<file path="config.mk">
export PLATFORM = sky130hd
export DESIGN_NAME = bpc_udiv_pipe
export DESIGN_NICKNAME = d
export VERILOG_FILES = /design/src/rtl/bpc_udiv_pipe.sv
export SDC_FILE = /design/constraint.sdc
export NUM_CORES = 2
export LEC_CHECK = 0
export BUFFER_PORTS_ARGS = -buffer_cell sky130_fd_sc_hd__buf_2
export CORE_AREA = 2 2 541 597
export CTS_CLUSTER_SIZE = 25
export DETAILED_ROUTE_END_ITERATION = 12
export DIE_AREA = 0 0 543 599
export PLACE_DENSITY_LB_ADDON = 0.15
export SLEW_MARGIN = 0
export SYNTH_ARGS = -nofsm -noshare
export SYNTH_HDL_FRONTEND = slang
export SYNTH_SLANG_ARGS = --single-unit
</file>
<file path="constraint.sdc">
create_clock -name clk -period 4.6 [get_ports clk]
set_clock_uncertainty 0.2 [all_clocks]
set_input_delay 0.92 -clock clk [delete_from_list [all_inputs] [get_ports clk]]
set_output_delay 0.92 -clock clk [all_outputs]
set_load 0.005 [all_outputs]
</file>
<file path="src/rtl/bpc_udiv_pipe.sv">
// pipelined unsigned restoring divider, one quotient bit per stage
module bpc_udiv_pipe #(
  parameter int W      = 32,
  parameter int SIDE_W = 1
) (
  input  logic              clk,
  input  logic              rst_n,
  input  logic              in_valid,
  input  logic [W-1:0]      num,
  input  logic [W-1:0]      den,
  input  logic [SIDE_W-1:0] side_in,
  output logic              out_valid,
  output logic [W-1:0]      quo,
  output logic [SIDE_W-1:0] side_out
);

  logic [W-1:0]      rem_r  [W];
  logic [W-1:0]      quo_r  [W];
  logic [W-1:0]      den_r  [W];
  logic [SIDE_W-1:0] side_r [W];
  logic [W-1:0]      vld_r;

  genvar k;
  generate
    for (k = 0; k < W; k++) begin : g_stage
      logic [W-1:0]      rem_p, quo_p, den_p;
      logic [SIDE_W-1:0] side_p;
      logic              vld_p;
      logic [W:0]        trial;
      logic [W:0]        diff;
      logic              ge;
      logic [W-1:0]      rem_nxt, quo_nxt;

      if (k == 0) begin : g_first
        assign rem_p  = '0;
        assign quo_p  = num;
        assign den_p  = den;
        assign side_p = side_in;
        assign vld_p  = in_valid;
      end else begin : g_next
        assign rem_p  = rem_r[k-1];
        assign quo_p  = quo_r[k-1];
        assign den_p  = den_r[k-1];
        assign side_p = side_r[k-1];
        assign vld_p  = vld_r[k-1];
      end

      always_comb begin
        trial   = {rem_p, quo_p[W-1]};
        diff    = trial - {1'b0, den_p};
        ge      = (trial >= {1'b0, den_p});
        rem_nxt = ge ? diff[W-1:0] : trial[W-1:0];
        quo_nxt = {quo_p[W-2:0], ge};
      end

      always_ff @(posedge clk) begin
        rem_r[k]  <= rem_nxt;
        quo_r[k]  <= quo_nxt;
        den_r[k]  <= den_p;
        side_r[k] <= side_p;
      end

      always_ff @(posedge clk) begin
        if (!rst_n) begin
          vld_r[k] <= 1'b0;
        end else begin
          vld_r[k] <= vld_p;
        end
      end
    end
  endgenerate

  assign out_valid = vld_r[W-1];
  assign quo       = quo_r[W-1];
  assign side_out  = side_r[W-1];

endmodule

</file>
==> flow_summary_export.csv <==
group,metric,value,unit
outcome,outcome,"complete, no violations",
synth,synth-adder-area-share,10.2,%
grt,antenna_found_initial,7,
finish,utilization,45.2,%
worst_setup_path,r2r_cells,13,
worst_hold_path,hold_depth,0,
place,dp_hpwl,250,mm
place,post-place-ws,0.560,ns
grt,overflow,0,
timing,finalSetupViolCount,0,
synth,ys.flop_type,"dfxtp_1",
worst_setup_path,r2r-start,"den_r[28][1]$_DFF_P_",
die,row_count,218,
cts,postCtsHoldBufs,65,
die,fp.dieH,599,um
cts,post_cts_buffers,0,
synth,ys_types,117,
worst_setup_path,reg2reg_to,"rem_r[1][419]$_DFF_P_",
timing,final-max-slew-violation-count,0,
worst_setup_path,reg2reg_setup_slack,0.61,ns
timing,post-route-period-util,86.7,%
timing,max_freq,251,MHz
synth,yosysSeqAreaShare,48.3,%
timing,tightest_slew,1.20,ns
grt,grt_max_degree,66,
timing,grt_setup_unrepaired,"no",
routing,vias,90000,
synth,synth-compound-area-share,16.6,%
cts,clock-sinks,3072,
synth,syn_area_per_cell,9.83,sq um
synth,post_synth_instance_area,127000,sq um
worst_setup_path,required,5.18,ns
cts,cts.repair.resized,0,
routing,vias_per_cell,5.08,
cts,cts_tree,"built",
synth,async_flop_share,0,%
synth,synth_top_family_by_area,"compound AO/OA/AOI/OAI gates",
finish,multi_input_area,59600,sq um
routing,drc,0,
die,coreArea,319000,sq um
timing,fin_tns_setup,0,ns
worst_setup_path,crit_fanout,20,
place,placed_cell_area,132000,sq um
timing,min_period,3.99,ns
timing,hold_violations,0,
grt,grt_pass1_wl,498,mm
finish,post_route_cells_drive_above_1_share,9.27,%
routing,drtIter0Drc,5622,
synth,yosys.area_share.xor_xnor,5.46,%
cts,cts-htree-levels,5,
place,dp.cells,17100,
worst_hold_path,hold_path_class,"reg2reg",
finish,fillCellCount,30400,
routing,avgRoutedWirePerCell,18.1,um
cts,clockBufferDepth,4,
cts,clk_latency,0.92,ns
routing,postRouteAntennaNets,0,
cts,clockRootBuffer,"clkbuf_16",
power_and_ir_drop,cellPowerDensity,472,nW/um^2
worst_setup_path,crit_arrival,4.57,ns
finish,fin_area,144000,sq um
power_and_ir_drop,leakagePower,0.0668,uW
place,portBuffers,101,
worst_hold_path,whs_endpoint,"quo_r[9][18]$_DFF_P_",
place,routabilityCongestion,0.887,
synth,synth_edf_count,0,
die,die-area,325000,sq um
synth,synth_fp_nets,14000,
worst_setup_path,path_class,"reg2reg",
timing,timing.slew.headroom,17.7,%
die,initial_core_util,39.8,%
finish,regArea,61500,sq um
finish,final_cell_mix,"dfxtp_1, inv_1, ha_1",
timing,setup_ws,0.612,ns
power_and_ir_drop,peakVddDrop,0.000420,V
finish,layout_commonest_cell,"dfxtp_1",
grt,grt_usage,19.2,%
die,die-width,543,um
synth,synthSimpleGateAreaFrac,10.0,%
run,cap_violations,0,
worst_hold_path,min_from,"quo_r[8][17]$_DFF_P_",
finish,nets,14200,
finish,stdcell_count,17700,
cts,clk_pin_slew,0.06,ns
synth,synth_cells,13000,
worst_setup_path,endpoint_kind,"register",
synth,yosysWarnings,0,
die,io_pins,102,
routing,dr.pass1.iters,6,
routing,wl,320,mm
cts,cts_buffers,325,
synth,synthMuxAreaShare,4.44,%
worst_setup_path,worst_setup_path_start_kind,"register",
grt,first_global_vias,90100,
synth,synth.ff_latch_count,3072,
finish,syn2layout_area_growth,13.5,%
## flip-flops by register name, indices dropped and copies added, names as in the netlist
register / count
quo_r: 1024
rem_r: 992
out_valid: 1
den_r: 992
side_r: 32
g_stage.vld_p: 31
## where the power goes
part	internal (uW)	total, uW	switching, uW
registers	28300	29500	1180
logic	4990	11300	6340
clock network	16600	27400	10800
total	49900	68300	18400
## how the worst max path moves through the flow
stage                         startpoint  slack, ns                     to
floorplan           den_r[26][1]$_DFF_P_       1.32  rem_r[1][356]$_DFF_P_
global placement     den_r[9][2]$_DFF_P_       0.55  rem_r[0][321]$_DFF_P_
detailed placement   den_r[9][2]$_DFF_P_       0.56  rem_r[0][324]$_DFF_P_
CTS                  den_r[9][2]$_DFF_P_       0.50  rem_r[0][324]$_DFF_P_
global route        den_r[25][1]$_DFF_P_       0.28  rem_r[1][349]$_DFF_P_
finish              den_r[28][1]$_DFF_P_       0.61  rem_r[1][419]$_DFF_P_
## worst max-delay path, stage by stage (launching register included)
cell      delay [ns]
dfxtp_1         0.37
inv_1           0.06
ha_1            0.28
nor2b_1         0.15
o31ai_1         0.30
a211oi_1        0.18
a21oi_1         0.35
o21ai_0         0.21
a21oi_1         0.29
o21a_1          0.21
o31ai_1         0.14
a21oi_4         0.50
buf_12          0.24
mux2_2          0.36
## metal layers
layer | track usage (%) | wire, um | share of wire (%) | vias up
li1 | - | - | - | 45200
met1 | 22.7 | 133000 | 42 | 42300
met2 | 35.5 | 162000 | 51 | 1897
met3 | 2.50 | 14000 | 4.4 | 561
met4 | 6.42 | 10500 | 3.3 | 0
met5 | 0 | 0 | 0 | -
## synthesized netlist by cell type (30+ instances only)
| cell | count | area (sq um) |
|---|---|---|
| o31ai_1 | 71 | 533 |
| o21ai_1 | 33 | 165 |
| nand4_1 | 177 | 1110 |
| ha_1 | 994 | 12400 |
| or2_2 | 38 | 238 |
| mux2_4 | 98 | 1470 |
| nand2_1 | 824 | 3090 |
| o31a_1 | 50 | 438 |
| nor2_1 | 672 | 2520 |
| fa_1 | 30 | 601 |
| and2_1 | 72 | 450 |
| nor4_1 | 44 | 275 |
| xor2_1 | 309 | 2710 |
| and3_1 | 110 | 688 |
| dfxtp_1 | 3072 | 61500 |
| a21oi_1 | 985 | 4930 |
| o21a_1 | 139 | 1040 |
| mux2_2 | 292 | 3290 |
| a21boi_0 | 36 | 270 |
| nor3_1 | 130 | 651 |
| mux2i_1 | 45 | 450 |
| mux2_1 | 39 | 439 |
| xnor2_1 | 484 | 4240 |
| a21o_1 | 514 | 3860 |
| clkbuf_1 | 265 | 995 |
| nor2b_1 | 145 | 907 |
| a211oi_1 | 103 | 773 |
| o211ai_1 | 48 | 360 |
| inv_1 | 1239 | 4650 |
| o21ai_0 | 768 | 3840 |
| a31oi_1 | 95 | 594 |
| nand2b_1 | 108 | 676 |
| o21bai_1 | 110 | 826 |
| buf_2 | 59 | 295 |
| nand3_1 | 226 | 1130 |
| or3_1 | 37 | 231 |
## layout make-up
type / instances / area share [%]
multi-input cells: 8279 / 41.3
diodes: 4 / 0.00693
inverters: 1241 / 3.23
flip-flops and latches: 3072 / 42.6
clock inverters: 153 / 1.59
repair buffers: 238 / 1.30
clock buffers: 434 / 6.32
well taps: 4290 / 3.71
## cell families (layout without fill, tap and decap cells)
logic type	after synthesis	after routing
AO/OA/AOI/OAI	3306	3306
flip-flops	3072	3072
AND/OR/NAND/NOR	2682	2682
buffers and inverters	1601	2066
adder cells (fa/ha/maj)	1024	1024
XOR/XNOR	793	793
multiplexers	474	474
other	0	4
## stage by stage
step	power (uW)	hold slack [ns]
2_1_floorplan	38300	0.110
3_3_place_gp	41300	0.110
3_5_place_dp	41400	0.112
4_1_cts	69300	0.0151
5_1_grt	71900	0.0707
6_report	68300	0.113
(Power assumes the default switching activity.)
