### config.mk
export PLATFORM = sky130hd
export DESIGN_NAME = bpc_cfg
export DESIGN_NICKNAME = d
export VERILOG_FILES = /design/src/rtl/bpc_pkg.sv /design/src/rtl/bpc_cfg.sv
export SDC_FILE = /design/constraint.sdc
export NUM_CORES = 1
export LEC_CHECK = 0
export BUFFER_PORTS_ARGS = -buffer_cell sky130_fd_sc_hd__buf_4
export CAP_MARGIN = 20
export CELL_PAD_IN_SITES_DETAIL_PLACEMENT = 2
export CELL_PAD_IN_SITES_GLOBAL_PLACEMENT = 2
export CORE_UTILIZATION = 26
export CTS_CLUSTER_DIAMETER = 150
export DETAILED_ROUTE_END_ITERATION = 10
export PLACE_DENSITY = 0.85
export SYNTH_ARGS = -nofsm -noshare
export SYNTH_HDL_FRONTEND = slang
export SYNTH_SLANG_ARGS = --single-unit
### constraint.sdc
create_clock -name clk -period 1.02 [get_ports clk]
set_input_delay 0.051 -clock clk [delete_from_list [all_inputs] [get_ports clk]]
set_output_delay 0.051 -clock clk [all_outputs]
set_load 0.02 [all_outputs]
### src/rtl/bpc_pkg.sv
// shared types and constants for the pressure compensation block
package bpc_pkg;

  typedef struct packed {
    logic [15:0] raw_temperature;
    logic [23:0] raw_pressure;
  } in_t;

  typedef struct packed {
    logic signed [15:0] temperature_tenths;
    logic [19:0]        pressure_pa;
    logic               divide_fault;
  } out_t;

  typedef struct packed {
    logic [15:0] ac1;
    logic [15:0] ac2;
    logic [15:0] ac3;
    logic [15:0] ac4;
    logic [15:0] ac5;
    logic [15:0] ac6;
    logic [15:0] b1;
    logic [15:0] b2;
    logic [15:0] mc;
    logic [15:0] md;
    logic [1:0]  oss;
  } cal_t;

  localparam int CFG_IDX_W = 3;
  localparam int CFG_DATA_W = 48;

  localparam logic [CFG_IDX_W-1:0] CFG_CAL_SIGNED_A   = 3'd0;
  localparam logic [CFG_IDX_W-1:0] CFG_CAL_UNSIGNED_A = 3'd1;
  localparam logic [CFG_IDX_W-1:0] CFG_CAL_SIGNED_B   = 3'd2;
  localparam logic [CFG_IDX_W-1:0] CFG_CAL_SIGNED_M   = 3'd3;
  localparam logic [CFG_IDX_W-1:0] CFG_OVERSAMPLING   = 3'd4;

  localparam logic [1:0]  OSS_RESET   = 2'd3;
  localparam logic [31:0] B6_OFFSET   = 32'd4000;
  localparam logic [31:0] B4_BIAS     = 32'd32768;
  localparam logic [31:0] B7_SCALE    = 32'd50000;
  localparam logic [31:0] P_COEF_A    = 32'd3038;
  localparam logic [31:0] P_COEF_B    = 32'd7357;
  localparam logic [31:0] P_COEF_C    = 32'd3791;
  localparam logic signed [31:0] T_MAX = 32'sd32767;
  localparam logic signed [31:0] T_MIN = -32'sd32768;
  localparam logic signed [31:0] P_MAX = 32'sd1048575;

endpackage

### src/rtl/bpc_cfg.sv
// calibration and oversampling registers
module bpc_cfg (
  input  logic                               clk,
  input  logic                               rst_n,
  input  logic                               cfg_we,
  input  logic [bpc_pkg::CFG_IDX_W-1:0]      cfg_index,
  input  logic [bpc_pkg::CFG_DATA_W-1:0]     cfg_data,
  output bpc_pkg::cal_t                      cal
);

  bpc_pkg::cal_t cal_r;

  always_ff @(posedge clk) begin
    if (!rst_n) begin
      cal_r <= '{oss: bpc_pkg::OSS_RESET, default: '0};
    end else if (cfg_we) begin
      case (cfg_index)
        bpc_pkg::CFG_CAL_SIGNED_A: begin
          cal_r.ac1 <= cfg_data[47:32];
          cal_r.ac2 <= cfg_data[31:16];
          cal_r.ac3 <= cfg_data[15:0];
        end
        bpc_pkg::CFG_CAL_UNSIGNED_A: begin
          cal_r.ac4 <= cfg_data[47:32];
          cal_r.ac5 <= cfg_data[31:16];
          cal_r.ac6 <= cfg_data[15:0];
        end
        bpc_pkg::CFG_CAL_SIGNED_B: begin
          cal_r.b1 <= cfg_data[31:16];
          cal_r.b2 <= cfg_data[15:0];
        end
        bpc_pkg::CFG_CAL_SIGNED_M: begin
          cal_r.mc <= cfg_data[31:16];
          cal_r.md <= cfg_data[15:0];
        end
        bpc_pkg::CFG_OVERSAMPLING: begin
          cal_r.oss <= cfg_data[1:0];
        end
        default: begin
        end
      endcase
    end
  end

  assign cal = cal_r;

endmodule

==> results of run 1 <==
## final timing paths
path	slack, ns	depth (start not counted)	endpoint	startpoint
worst max-delay path	0.04	1	cal[115]	cal[115]
worst min register to register	0.46	2	cal[4]	cal[4]
worst min-delay path	0.01	3	cal[92]	cfg_data[26]
worst max register to register	0.34	2	cal[87]	cal[87]
## final cells by class
type	count	area, sq um
fillers	2333	12920
flip-flops and latches	162	3288
multi-input cells	379	2525
repair buffers	289	2459
clock buffers	18	439.2
well taps	280	350.3
clock inverters	14	176.4
## routing by layer
layer | wire [microns] | global-route usage | vias to the layer above
li1 | - | - | 2457
met5 | 0 | 0 | -
met1 | 8842 | 0.2046 | 2493
met2 | 10320 | 0.3146 | 148
met3 | 1334 | 0.05727 | 21
met4 | 246 | 0.05243 | 0
## cell families (layout without fill, tap and decap cells)
group,count (synthesis),after routing,share of synthesized area
muxes,162,162,0.2725
DFF,162,162,0.5450
and+or+nand+nor,217,217,0.1449
buffers and inverters,42,321,0.03764
## power groups by stage
stage               logic, uW  registers, uW  clock network (uW)
floorplan                 450           6850                   0
global placement         1250           6680                   0
detailed placement       1280           6690                   0
CTS                      1410           6550                6950
global route             1510           6570                7220
finish                   1410           6550                6760
## cell usage after synthesis, drive strengths merged
cell type	number
nor4b	1
clkbuf	13
buf	29
nand4b	1
nand4bb	2
nor2b	4
mux2i	162
nand2	208
dfxtp	162
nor4bb	1
## per-stage QoR
stage               setup TNS (ns)  hold slack [ns]  instance area [sq um]
finish                           0         0.009760                   9238
global route             -0.003310          0.02770                   9238
CTS                              0         0.003898                   9165
detailed placement          -9.838           0.3372                   8127
global placement            -8.139           0.3197                   8127
floorplan                        0           0.2125                   5951
## repair_timing
item	4_1_cts	5_1_grt
setup buffers	0	0
endpoints found under the setup margin	2	38
pin swaps	0	0
endpoints found under the hold margin	103	0
hold buffers	42	0
gates resized for setup	2	42
==> summary.md, run 1 <==
| Metric | Value |
|---|---|
| Antenna diode count | `0` |
| Number of remaining DRC errors | `0` |
| Design Power | `14730 uW` |
| Yosys top cell by area | `dfxtp_1` |
| Final Slew Violations | `0` |
| I/O Pins | `216` |
| Initial antenna violation count | `0` |
| Sw Share | `0.2468` |
| Worst-margin pin slew | `0.4731 ns` |
| # setup viols final | `0` |
| Slew HR | `0.6803` |
| Via Count | `5119` |
| Max Clk Rate | `1.024 GHz` |
| Top delay family on crit path | `flip-flops` |
| Max cap viols | `0` |
| Placement Setup Slack | `-0.2822 ns` |
| First-pass GRT wire length | `32290 microns` |
| Worst Path Max Fanout | `2` |
| Status | `finished, final reports clean` |
| Psw | `3635 uW` |
| Post-synthesis cell type count | `12` |
| Reg power frac | `0.445` |
| Flops & latches, synth | `162` |
| Worst Path Required | `0.97 ns` |
| CP endpoint kind | `output pin` |
| Row count | `54` |
| Post-synthesis sequential area ratio | `0.5450` |
| Die area | `0.02350 sq mm` |
| Synthesis Warnings | `0` |
| Fin crit share | `0.9576` |
| Fin nets | `903` |
| CP bufs+invs | `1` |
| Cells after synthesis | `583` |
| RePlAce Congestion | `0.7137` |
| Leak | `0.004574 uW` |
| Comb pwr share | `0.096` |
| Drt total wl | `20740 microns` |
| Pre-antenna DRT Iters | `4` |
| Int Power | `11090 uW` |
| Slowest cell on crit path | `dfxtp_1` |
| CTS Sinks | `162` |
| PortBufs | `215` |
| Clock share of power | `0.459` |
| Core ar. | `0.02216 sq mm` |
| Final Instance Count excl. Fillers | `1142` |
| Worst VDD drop | `0.8926 mV` |
| Share of the synthesized area in the top cell type | `0.5450` |
| Mapped Area | `0.005951 sq mm` |
| Setup CP Type | `flop to output pin` |
| Clock Root Buffer | `clkbuf_16` |
| CTS Buf Count | `17` |
| CP arrival | `0.93 ns` |
| Setup Skew | `0 ns` |
| Post-DRT Antenna Nets | `0` |
| Clk_lat worst skew | `0.41 ns` |
| CP startpoint kind | `flop` |
| Fin. Hold Viols | `0` |
| Total track usage | `0.1784` |
| Largest net degree at the start of global routing | `53` |
| Commonest non-fill, non-tap cell in the layout | `buf_4` |
| Share of cells above drive strength 1 | `0.3689` |
| Tightest Hold Check Type | `input port to flop` |
| Max reg flops | `162` |
| Grt ovf | `0` |
| Post-layout util | `0.4168` |
| Worst-path cell chain | `buf_4` |
| Placed Cells | `1068` |
| Initial Utilization | `0.2685` |
| Die width | `153.3 microns` |
| # H-tree levels | `4` |
| Hpwl dp | `14190 microns` |
| CTS max path bufs | `2` |
| Area contributors post-synth | `dfxtp_1 54%, mux2i_1 27%, nand2_1 13%` |
| DR vias/cell | `4.482` |
| Pwr dens | `1594 mW/mm^2` |
| Worst-path clk slew | `0.07 ns` |
| Syn avg cell area | `10.21 sq um` |
| CTS tree | `yes` |
| Area Growth Syn to Fin | `55.24%` |
| Final WS setup | `0.04329 ns` |
| Die H | `153.3 microns` |
| Commonest cells after routing, fill and taps aside | `226 x buf_4, 208 x nand2_1, 162 x mux2i_1, 126 x dfxtp_1, 42 x dlygate4sd3_1` |
| Max incr delay on CP | `0.35 ns` |
| Routed len/inst | `18.16 microns` |
| DRT iter0 DRCs | `98` |
| Vias in the first global route | `5693` |
| Final min period | `0.9767 ns` |
| Syn nets | `637` |
No activity file was read; power rests on OpenSTA's default activity.
==> run 2, diff against run 1 <==
--- a/config.mk
+++ b/config.mk
@@ -13,6 +13,7 @@
 export CTS_CLUSTER_DIAMETER = 150
 export DETAILED_ROUTE_END_ITERATION = 10
 export PLACE_DENSITY = 0.85
+export RECOVER_POWER = 50
 export SYNTH_ARGS = -nofsm -noshare
 export SYNTH_HDL_FRONTEND = slang
 export SYNTH_SLANG_ARGS = --single-unit
==> run 2 against run 1 <==
Net effect: die area unchanged; flip-flop and latch count unchanged; clock-buffer cell count unchanged.
==> summary.md, run 2 (synthesis gave the netlist of run 1 again) <==
| Metric | Value |
|---|---|
| CP Launch Point | `cfg_index[0]` |
| Max cap viols | `0 (unchanged)` |
| Final Instance Count excl. Fillers | `1142 (unchanged)` |
| Placed Cells | `1068 (unchanged)` |
| Number of remaining DRC errors | `0 (unchanged)` |
| Die H | `153.3 microns (unchanged)` |
| # setup viols final | `0 (unchanged)` |
| Leak | `0.004515 uW (-1.3%)` |
| RePlAce Congestion | `0.7137 (unchanged)` |
| Final min period | `0.9819 ns (+0.005198 ns)` |
| First-pass GRT wire length | `32290 microns (unchanged)` |
| WHS Path Cells | `3 (unchanged)` |
| Clock Root Buffer | `clkbuf_16` |
| Pre-antenna DRT Iters | `4 (unchanged)` |
| Via Count | `5128 (+0.18%)` |
| CP endpoint kind | `flop` |
| Setup CP Type | `input port to flop` |
| Post-DP Area | `0.008127 sq mm (unchanged)` |
| Worst Path Max Fanout | `13 (+11)` |
| DR vias/cell | `4.490 (+0.18%)` |
| Final Slew Violations | `0 (unchanged)` |
| Setup Skew | `0 ns (unchanged)` |
| Max reg flops | `162 (unchanged)` |
| HP Start | `cfg_data[26]` |
| CTS Buf Count | `17 (unchanged)` |
| Pwr dens | `1609 mW/mm^2 (+0.95%)` |
| CP startpoint kind | `input port` |
| Worst-margin pin slew | `0.5477 ns (+0.07460 ns)` |
| Max Clk Rate | `1.018 GHz (-0.53%)` |
| Hold WS | `0.006711 ns (-0.003049 ns)` |
| # H-tree levels | `4 (unchanged)` |
| Commonest cells after routing, fill and taps aside | `208 x nand2_1, 195 x buf_4, 162 x mux2i_1, 126 x dfxtp_1, 42 x dlygate4sd3_1` |
| Die width | `153.3 microns (unchanged)` |
| Total track usage | `0.1784 (unchanged)` |
| Reg-to-reg startpoint | `cal[87]` |
| Vias in the first global route | `5693 (unchanged)` |
| Fin nets | `903 (unchanged)` |
| PortBufs | `215 (unchanged)` |
| Drt total wl | `20700 microns (-0.22%)` |
| Slew HR | `0.6349 (-0.04543)` |
| Hpwl dp | `14190 microns (unchanged)` |
| Grt ovf | `0 (unchanged)` |
| Post-DRT Antenna Nets | `0 (unchanged)` |
| Postcts setup bufs | `0 (unchanged)` |
| I/O Pins | `216 (unchanged)` |
| CP arrival | `1.31 ns (+0.38 ns)` |
| Area Growth Syn to Fin | `53.22%` |
| Reg2Reg Depth | `2 (unchanged)` |
| Design Power | `14670 uW (-0.36%)` |
| CTS max path bufs | `2 (unchanged)` |
| Fin crit share | `0.9627 (+0.005096)` |
| Largest net degree at the start of global routing | `53 (unchanged)` |
| Worst VDD drop | `0.8900 mV (-0.29%)` |
| Core ar. | `0.02216 sq mm (unchanged)` |
| Clk_lat worst skew | `0.41 ns (about the same)` |
| Filler cell count | `2349 (+0.69%)` |
| Status | `finished, final reports clean` |
| Routed len/inst | `18.12 microns (-0.22%)` |
| Worst-path clk slew | `0.07 ns (about the same)` |
| Row count | `54 (unchanged)` |
| Commonest non-fill, non-tap cell in the layout | `nand2_1` |
| Share of cells above drive strength 1 | `0.3631 (-0.005800)` |
| Fin. Hold Viols | `0 (unchanged)` |
| Final std cell area, no fill | `0.009117 sq mm (-1.3%)` |
| Die area | `0.02350 sq mm (unchanged)` |
| CTS Sinks | `162 (unchanged)` |
| Fin Setup TNS | `0 ns (unchanged)` |
| Worst Path Required | `1.35 ns (+0.38 ns)` |
| CTS tree | `yes` |
| Initial Utilization | `0.2685 (unchanged)` |
| DRT iter0 DRCs | `109 (+11%)` |
| Initial antenna violation count | `0 (unchanged)` |
| Tightest Hold Check Type | `input port to flop` |
| Antenna diode count | `0 (unchanged)` |
run 2: cell types whose count changed in the layout (fill, tap and decap cells not counted), moves of 2 or more:
cell / previous run / this run
clkbuf_2: 0 / 8
clkbuf_1: 0 / 4
buf_4: 226 / 195
buf_12: 12 / 8
nand4bb_4: 2 / 0
clkbuf_4: 0 / 21
run 2: where the power goes:
group | internal [uW] | switching, uW | leakage [uW]
Sequential | 6470 | 83.5 | 0.00133
Combinational | 640 | 731 | 0.00290
Clock | 3950 | 2800 | 0.000286
run 2: routing by layer:
layer | up-vias | track usage | wire length, microns
met4 | 0 | 0.05243 | 235
met2 | 147 | 0.3146 | 10300
met3 | 18 | 0.05727 | 1319
met5 | - | 0 | 0
li1 | 2453 | - | -
met1 | 2510 | 0.2046 | 8840
run 2: layout make-up:
| type | instances | area [sq um] | share of cell area |
|---|---|---|---|
| clock buffer | 18 | 439.2 | 0.04817 |
| clock inverter | 14 | 176.4 | 0.01935 |
| multi-input combinational | 379 | 2489 | 0.2730 |
| sequential | 162 | 3288 | 0.3606 |
| tap | 280 | 350.3 | 0.03842 |
| timing repair buffer | 289 | 2375 | 0.2605 |
run 2: final timing paths:
| check | to | slack [ns] |
|---|---|---|
| setup reg to reg | cal[87] | 0.34 |
| setup / recovery | cal[124] | 0.04 |
| hold reg to reg | cal[4] | 0.46 |
| hold / removal | cal[28] | 0.007 |
run 2: timing repair:
action	CTS	global route
hold endpoints to repair	103	0
setup endpoints to repair	2	38
resized for setup	2	42
hold buffers	42	0
pin swaps	0	0
run 2: critical path: stages:
cell and delay [ns]:
buf_4 0.12, nor4b_2 0.45, buf_12 0.22, buf_6 0.21, mux2i_1 0.24
run 2: metrics by stage:
stage | setup WS, ns | utilization
after detailed placement | -0.2822 | 0.3667
after CTS | 0.001931 | 0.4136
after floorplan | 0.01561 | -
after global placement | -0.2741 | 0.3667
final | 0.03809 | 0.4114
after global routing | -0.002361 | 0.4114
==> run 3, diff against run 2 <==
--- a/config.mk
+++ b/config.mk
@@ -9,6 +9,7 @@
 export CAP_MARGIN = 20
 export CELL_PAD_IN_SITES_DETAIL_PLACEMENT = 2
 export CELL_PAD_IN_SITES_GLOBAL_PLACEMENT = 2
+export CORE_ASPECT_RATIO = 1.5
 export CORE_UTILIZATION = 26
 export CTS_CLUSTER_DIAMETER = 150
 export DETAILED_ROUTE_END_ITERATION = 10
==> run 3 against run 2 <==
Net effect: the flow now finishes with violations (design-rule violations); combinational power up 8%; routed wire length grew 9.0%; core utilization increased by 0.74 points; sequential power barely moved; power down 0.98%; via count rose by 2.7%; first-iteration DRC count is 3.7% higher; critical path depth did not move; clock power fell by 3.9%; register-to-register slack worse by 0.04 ns; clock-buffer cell count is 4 higher; worst setup slack got worse by 0.020 ns; largest cell class unchanged; highest routed layer unchanged.
==> summary.md, run 3 (synthesis gave the netlist of run 1 again) <==
| Metric | Value |
|---|---|
| Status | `complete, but fails checks` |
| Failing checks | `design-rule violations` |
| Max Clk Rate | `0.9982 GHz (-2.0%)` |
| Post-DRT Antenna Nets | `0 (unchanged)` |
| Share of cells above drive strength 1 | `0.3982 (+0.03507)` |
| Fin. Hold Viols | `0 (unchanged)` |
| CTS max path bufs | `2 (unchanged)` |
| Pwr dens | `1550 mW/mm^2 (-3.7%)` |
| Postcts setup bufs | `0 (unchanged)` |
| Initial Utilization | `0.2659 (-0.002657)` |
| Row count | `67 (+24%)` |
| CTS tree | `yes` |
| DR vias/cell | `4.562 (+1.6%)` |
| Fin nets | `921 (+2.0%)` |
| Routed length on met2 | `12620 microns (+23%)` |
| PortBufs | `215 (unchanged)` |
| Die width | `125.5 microns (-18%)` |
| Total track usage | `0.1957 (+0.01724)` |
| Final Slew Violations | `0 (unchanged)` |
| CP arrival | `1.35 ns (+0.04 ns)` |
| Largest net degree at the start of global routing | `52 (-1.9%)` |
| CP startpoint kind | `input port` |
| WL met3 | `995 microns (-25%)` |
| CTS Buf Count | `17 (unchanged)` |
| HP Start | `rst_n` |
| M1 WL | `7988 microns (-9.6%)` |
| Worst-path clk slew | `0.06 ns (about the same)` |
| CP endpoint kind | `flop` |
| Placement Setup Slack | `-0.1706 ns (+0.1116 ns)` |
| Routed len/inst | `19.54 microns (+7.8%)` |
| Antenna diode count | `0 (unchanged)` |
| Grt ovf | `0 (unchanged)` |
| Top delay family on crit path | `buffers and inverters` |
| Worst Path Max Fanout | `12 (-1)` |
| Hold WS | `0.05418 ns (+0.04747 ns)` |
| Reg-to-reg startpoint | `cal[137]` |
| # setup viols final | `0 (unchanged)` |
| Die area | `0.02351 sq mm (about the same)` |
| Commonest non-fill, non-tap cell in the layout | `nand2_1` |
| Clk_lat worst skew | `0.43 ns (+0.02 ns)` |
| Pre-antenna DRT Iters | `6 (+2)` |
| DRT iter0 DRCs | `113 (+3.7%)` |
| Max reg flops | `162 (unchanged)` |
| Area Growth Syn to Fin | `57.55%` |
| Via Count | `5269 (+2.7%)` |
| CP Launch Point | `cfg_index[0]` |
| Max incr delay on CP | `0.40 ns (-0.05 ns)` |
| Fin crit share | `0.9822 (+0.01952)` |
| Initial antenna violation count | `0 (unchanged)` |
| Setup CP Type | `input port to flop` |
| First-pass GRT wire length | `34420 microns (+6.6%)` |
| Die H | `187.3 microns (+22%)` |
| Final WS setup | `0.01818 ns (-0.01991 ns)` |
| Worst-margin pin slew | `0.6062 ns (+0.05852 ns)` |
| Slowest cell on crit path | `nor4b_2` |
| Number of remaining DRC errors | `10 (+10)` |
| Top layer in use | `met4` |
| Filler cell count | `2354 (+0.21%)` |
| Hpwl dp | `14880 microns (+4.8%)` |
| Setup Skew | `0 ns (unchanged)` |
| Max cap viols | `0 (unchanged)` |
| Fin Setup TNS | `0 ns (unchanged)` |
| Drt total wl | `22570 microns (+9.0%)` |
| Worst-path cell chain | `buf_4 -> nor4b_2 -> buf_12 -> clkbuf_1 -> mux2i_1` |
| Leak | `0.004617 uW (+2.3%)` |
| # H-tree levels | `4 (unchanged)` |
| Slew HR | `0.5958 (-0.03902)` |
| Worst VDD drop | `1.111 mV (+25%)` |
| Core ar. | `0.02238 sq mm (+1.0%)` |
| CP bufs+invs | `3 (unchanged)` |
| Vias in the first global route | `5992 (+5.3%)` |
| RePlAce Congestion | `0.7251 (+1.6%)` |
| Worst Path Required | `1.36 ns (about the same)` |
| Final min period | `1.002 ns (+0.01991 ns)` |
| I/O Pins | `216 (unchanged)` |
| Post-layout util | `0.4189 (+0.007445)` |
| Tightest Hold Check Type | `input port to flop` |
| CTS Sinks | `162 (unchanged)` |
| Clock Root Buffer | `clkbuf_16` |
| Design Power | `14530 uW (-0.98%)` |
| Commonest cells after routing, fill and taps aside | `208 x nand2_1, 192 x buf_4, 162 x mux2i_1, 95 x dfxtp_1, 67 x dfxtp_2` |
## run 3: changes by cell type in the layout (fill, tap and decap cells not counted), sizes merged
cell         delta
inv             -4
clkinv          +1
bufinv          -1
dlygate4sd3     +7
buf            +15
clkinvlp        -1
## run 3: timing repair
item | CTS | global route
cloned | 0 | 0
setup endpoints to repair | 16 | 64
gates resized for setup | 19 | 72
hold buffers | 49 | 0
endpoints found under the hold margin | 137 | 0
## run 3: worst reg2reg max path, cell delays in order (launching register included)
cell and delay, ns:
dfxtp_2 0.37, nand2_1 0.06, mux2i_1 0.19
## run 3: worst paths after layout
kind         endpoint  slack (ns)  depth (start not counted)
max          cal[120]        0.02                          5
min reg2reg  cal[155]        0.46                          2
min           cal[13]        0.05                          3
max reg2reg  cal[137]        0.30                          2
## run 3: layout make-up
cell class	count	area, sq um	area share
Multi-Input combinational cell	379	2505	0.2672
Sequential cell	162	3327	0.3549
Clock buffer	22	484.2	0.05165
Timing Repair Buffer	307	2609	0.2783
Clock inverter	9	105.1	0.01121
Tap cell	276	345.3	0.03683
## run 3: metrics by stage
step                      cell area, sq um  instances
after floorplan                       5951        583
after global placement                8254       1075
after detailed placement              8254       1075
after CTS                             9368       1155
after global routing                  9375       1155
final                                 9375       1155
## run 3: power breakdown
group,switching (uW),internal (uW),total (uW)
clock network,2650,3840,6490
registers,88.0,6480,6570
logic,768,709,1480
## run 3: metal layers
metal,global-route usage,vias up
met5,0,-
met4,0.09522,0
met3,0.04777,53
met2,0.3829,157
met1,0.1864,2575
li1,-,2484
